**config.mk**
```make
export PLATFORM = sky130hd
export DESIGN_NAME = trtcm_ctrl
export DESIGN_NICKNAME = d
export VERILOG_FILES = /design/src/trtcm_pkg.sv /design/src/trtcm_ctrl.sv
export SDC_FILE = /design/constraint.sdc
export NUM_CORES = 1
export LEC_CHECK = 0
export BUFFER_PORTS_ARGS = -buffer_cell sky130_fd_sc_hd__buf_2
export CELL_PAD_IN_SITES_DETAIL_PLACEMENT = 0
export CELL_PAD_IN_SITES_GLOBAL_PLACEMENT = 1
export CORE_MARGIN = 4
export CORE_UTILIZATION = 39
export CTS_BUF_LIST = sky130_fd_sc_hd__clkbuf_4 sky130_fd_sc_hd__clkbuf_8
export DETAILED_ROUTE_END_ITERATION = 6
export PLACE_DENSITY_LB_ADDON = 0.15
export SKIP_CTS_REPAIR_TIMING = 1
export SLEW_MARGIN = 20
export SYNTH_ARGS = -nofsm -noshare
export SYNTH_HDL_FRONTEND = slang
export SYNTH_SLANG_ARGS = --single-unit
```
**constraint.sdc**
```tcl
create_clock -name i_clk -period 1.62 [get_ports i_clk]
set_input_delay 0.162 -clock i_clk [delete_from_list [all_inputs] [get_ports i_clk]]
set_output_delay 0.162 -clock i_clk [all_outputs]
set_load 0.005 [all_outputs]
```
**src/trtcm_pkg.sv**
```systemverilog
`timescale 1ns / 1ps
// Shared types, widths, register indexes and command/status structs for the two-rate meter.
package trtcm_pkg;

    localparam int TimeW    = 64;
    localparam int TokW     = 32;
    localparam int LenW     = 16;
    localparam int ColorW   = 2;
    localparam int DivSteps = TimeW;
    localparam int CntW     = $clog2(DivSteps);

    localparam int AddrW    = 6;
    localparam int DataW    = 64;
    localparam int RegShift = 3;
    localparam int RegIdxW  = AddrW - RegShift;

    typedef logic [TimeW-1:0]  t_time;
    typedef logic [TokW-1:0]   t_tok;
    typedef logic [LenW-1:0]   t_len;
    typedef logic [ColorW-1:0] t_color;

    localparam logic [RegIdxW-1:0] RegCommittedBurst  = 3'd0;
    localparam logic [RegIdxW-1:0] RegPeakBurst       = 3'd1;
    localparam logic [RegIdxW-1:0] RegCommittedPeriod = 3'd2;
    localparam logic [RegIdxW-1:0] RegCommittedRefill = 3'd3;
    localparam logic [RegIdxW-1:0] RegPeakPeriod      = 3'd4;
    localparam logic [RegIdxW-1:0] RegPeakRefill      = 3'd5;

    localparam t_color ColorGreen  = 2'd0;
    localparam t_color ColorYellow = 2'd1;
    localparam t_color ColorRed    = 2'd2;

    typedef struct packed {
        logic load;
        logic step;
        logic mul_lo;
        logic mul_hi;
        logic update;
        logic commit;
    } t_cmd;

    typedef struct packed {
        logic out_free;
    } t_stat;

endpackage

```
**src/trtcm_ctrl.sv**
```systemverilog
`timescale 1ns / 1ps
// Controller state machine sequencing load, divide, multiply, refill and commit.
module trtcm_ctrl (
    input  logic             i_clk,
    input  logic             i_rst_n,
    input  logic             i_in_valid,
    input  trtcm_pkg::t_stat i_stat,
    output logic             o_in_ready,
    output trtcm_pkg::t_cmd  o_cmd
);
    import trtcm_pkg::*;

    localparam logic [2:0] StIdle   = 3'd0;
    localparam logic [2:0] StDiv    = 3'd1;
    localparam logic [2:0] StMulLo  = 3'd2;
    localparam logic [2:0] StMulHi  = 3'd3;
    localparam logic [2:0] StUpdate = 3'd4;
    localparam logic [2:0] StEmit   = 3'd5;

    logic [2:0]      r_state, n_state;
    logic [CntW-1:0] r_cnt, n_cnt;

    always_comb begin
        n_state    = r_state;
        n_cnt      = r_cnt;
        o_in_ready = 1'b0;
        o_cmd      = '0;
        case (r_state)
            StIdle: begin
                o_in_ready = 1'b1;
                if (i_in_valid) begin
                    o_cmd.load = 1'b1;
                    n_cnt      = '0;
                    n_state    = StDiv;
                end
            end
            StDiv: begin
                o_cmd.step = 1'b1;
                n_cnt      = r_cnt + 1'b1;
                if (r_cnt == CntW'(DivSteps - 1)) begin
                    n_state = StMulLo;
                end
            end
            StMulLo: begin
                o_cmd.mul_lo = 1'b1;
                n_state      = StMulHi;
            end
            StMulHi: begin
                o_cmd.mul_hi = 1'b1;
                n_state      = StUpdate;
            end
            StUpdate: begin
                o_cmd.update = 1'b1;
                n_state      = StEmit;
            end
            StEmit: begin
                if (i_stat.out_free) begin
                    o_cmd.commit = 1'b1;
                    n_state      = StIdle;
                end
            end
            default: begin
                n_state = StIdle;
            end
        endcase
    end

    always_ff @(posedge i_clk) begin
        if (!i_rst_n) begin
            r_state <= StIdle;
            r_cnt   <= '0;
        end else begin
            r_state <= n_state;
            r_cnt   <= n_cnt;
        end
    end

endmodule

```
==> results.cfg <==
[die]
core_sq_mm = 0.00117
pin_count = 11
die_width_um = 44.3
start_util_pct = 43.8
dieArea_sq_mm = 0.00196
rows = 12
die_h_um = 44.3

[detailed_routing]
drtPass1Iterations = 4
routed-via-count = 519
wl_per_cell_um = 12.1
drc = 0
viasPerCell = 5.52
routed_wl_um = 1140
drt.antenna.violating_nets = 0
drt_iter0_markers = 10

[synthesis]
syn_inst = 66
synth-simple-area-share_pct = 37.1
synth-xor-area-share_pct = 0
ys_types = 31
synth-seq-cells = 9
syn_area_per_cell_sq_um = 7.77
yosys_warnings = 0
synthMuxAreaShare_pct = 1.95
synth-compound-area-share_pct = 16.3
synth_top_family_by_area = simple AND/OR/NAND/NOR gates
synth_area_sq_um = 513
synth-seq-area-share_pct = 35.1
synth_fa_ha_area_share_pct = 2.44
synthesis.nets = 71

[clock_tree]
clock-sinks = 9
cts-buffers-inserted = 3
cts_root_buffer = clkbuf_4
h-tree-depth = 1
clock_latency_ns = 0.26
clk_pin_slew_worst_paths_ns = 0.06
cts.path.max_buffers = 2
cts_tree = done

[layout]
syn_to_final_growth_pct = 22.2
seq_area_sq_um = 180
layout-drive-gt1-share_pct = 25.0
final_area_sq_um = 627
multi_input_area_sq_um = 300
antennaDiodeCount = 0
layout.nets = 86
fillers = 115

[sta]
slew_viol_final = 0
worst_pin_slew_ns = 0.248
maxSlewHeadroom_pct = 83.4
setup_viol = 0
setup_ws_ns = 0.0870
min_period_ns = 1.53
hold_viol_final = 0
max_clock_freq_mhz = 652
rsz0062_at_grt = no
clock_skew_ns = 0.00184
min_period_over_period_pct = 94.6

[global_route]
grt_pass1_vias = 461
antenna_found_initial = 0
overflow = 0
grt_use_total_pct = 13.1
grt_pass1_wl_um = 1950
grt_max_degree = 9

[placed_design]
dpl-instance-area_sq_um = 593
place_congestion = 0.802
portBuffers = 10
dp_slack_ns = 0.226
dp_hpwl_um = 842

[worst_setup_path]
worst_setup_path_start_kind = flop
cp.required_ns = 1.46
cp.arrival_ns = 1.37
worstSetupEndpointType = output port
path_max_fanout = 7
criticalPathCategory = flop to output port

[hold_path]
hp-class = input pin to flop

[run_status]
status = complete, no violations

[power_and_ir_drop]
pwr_density_cell_mw_per_mm2 = 757
vdd_drop_max_mv = 0.508
power_uw = 475
p_leak_nw = 0.270

[job]
drv_cap = 0
## cell usage in the layout (no fill, tap or decap), types with 2 or more instances in the layout
master / count
buf_2: 10
inv_1: 5
dfxtp_1: 9
nand2_1: 6
a31oi_1: 2
clkbuf_4: 4
buf_4: 4
nor3_1: 5
a21oi_1: 4
nor2b_1: 2
nand3_1: 3
o21ai_0: 4
nor2_1: 3
## per-layer routing
metal / vias up / GRT usage [%] / wire (um)
li1: 269 / - / -
met2: 14 / 18.0 / 454
met3: 2 / 5.28 / 65
met5: - / 0 / 0
met1: 234 / 18.7 / 605
met4: 0 / 3.61 / 10
## cell type report
type                    count  share of cell area, %
clock buffers               4                   4.79
inverters                   5                   2.99
multi-input cells          48                   47.9
flip-flops and latches      9                   28.7
well taps                  14                   2.79
repair buffers             14                   12.8
## per-stage QoR
step / cells / utilization [%] / setup TNS [ns] / hold slack, ns
after global routing: 94 / 53.5 / 0 / 0.235
final: 94 / 53.5 / 0 / 0.208
after detailed placement: 90 / 50.6 / 0 / 0.477
after floorplan: 66 / - / 0 / 0.302
after global placement: 90 / 50.6 / 0 / 0.482
after CTS: 94 / 53.2 / -0.0659 / 0.200
## final timing paths
| kind | start | end | slack, ns | cells after the start |
|---|---|---|---|---|
| max | r_state[2]$_SDFFE_PN0P_ | o_cmd[5] | 0.09 | 3 |
| min | i_rst_n | r_cnt[1]$_SDFFE_PN0P_ | 0.21 | 3 |
| max reg2reg | r_state[2]$_SDFFE_PN0P_ | r_cnt[2]$_SDFFE_PN0P_ | 0.19 | 3 |
| min reg2reg | r_cnt[1]$_SDFFE_PN0P_ | r_cnt[1]$_SDFFE_PN0P_ | 0.50 | 2 |
## flip-flops by register name, indices dropped and copies added (netlist names)
| signal | count |
|---|---|
| r_cnt | 6 |
| r_state | 3 |
## where the power goes
group | switching [mW] | internal [mW]
Sequential | 0.00468 | 0.226
Combinational | 0.0266 | 0.0244
Clock | 0.0813 | 0.112
## Yosys cell counts
cell	instances	area, sq um
dfxtp_1	9	180
nand2_1	6	22.5
inv_1	5	18.8
nor3_1	5	25.0
a21oi_1	4	20.0
o21ai_0	4	20.0
nand3_1	3	15.0
nor2_1	3	11.3
a31oi_1	2	12.5
buf_2	2	10.0
clkbuf_1	2	7.51
nor2b_1	2	12.5
a22oi_1	1	7.51
a41oi_1	1	8.76
and3_1	1	6.26
and4b_1	1	10.0
ha_1	1	12.5
mux2i_1	1	10.0
nand2b_1	1	6.26
nand3b_1	1	7.51
nand4bb_1	1	11.3
nor3b_1	1	7.51
o2111ai_1	1	8.76
o22ai_1	1	6.26
or2_1	1	6.26
or2_2	1	6.26
or3_1	1	6.26
or3b_1	1	8.76
or4_1	1	7.51
or4b_1	1	10.0
or4b_2	1	10.0
## logic make-up (layout without fill, tap and decap cells)
| group | Yosys count | after routing |
|---|---|---|
| muxes | 1 | 1 |
| AOI/OAI and AO/OA | 14 | 14 |
| and+or+nand+nor | 32 | 32 |
| buffers and inverters | 9 | 23 |
| adders and majority gates | 1 | 1 |
| DFF | 9 | 9 |
## worst max-delay path: stages (launching register included)
cell and delay, ns:
dfxtp_1 0.38, or4b_4 0.57, inv_1 0.06, buf_2 0.10
(Power assumes the default switching activity.)
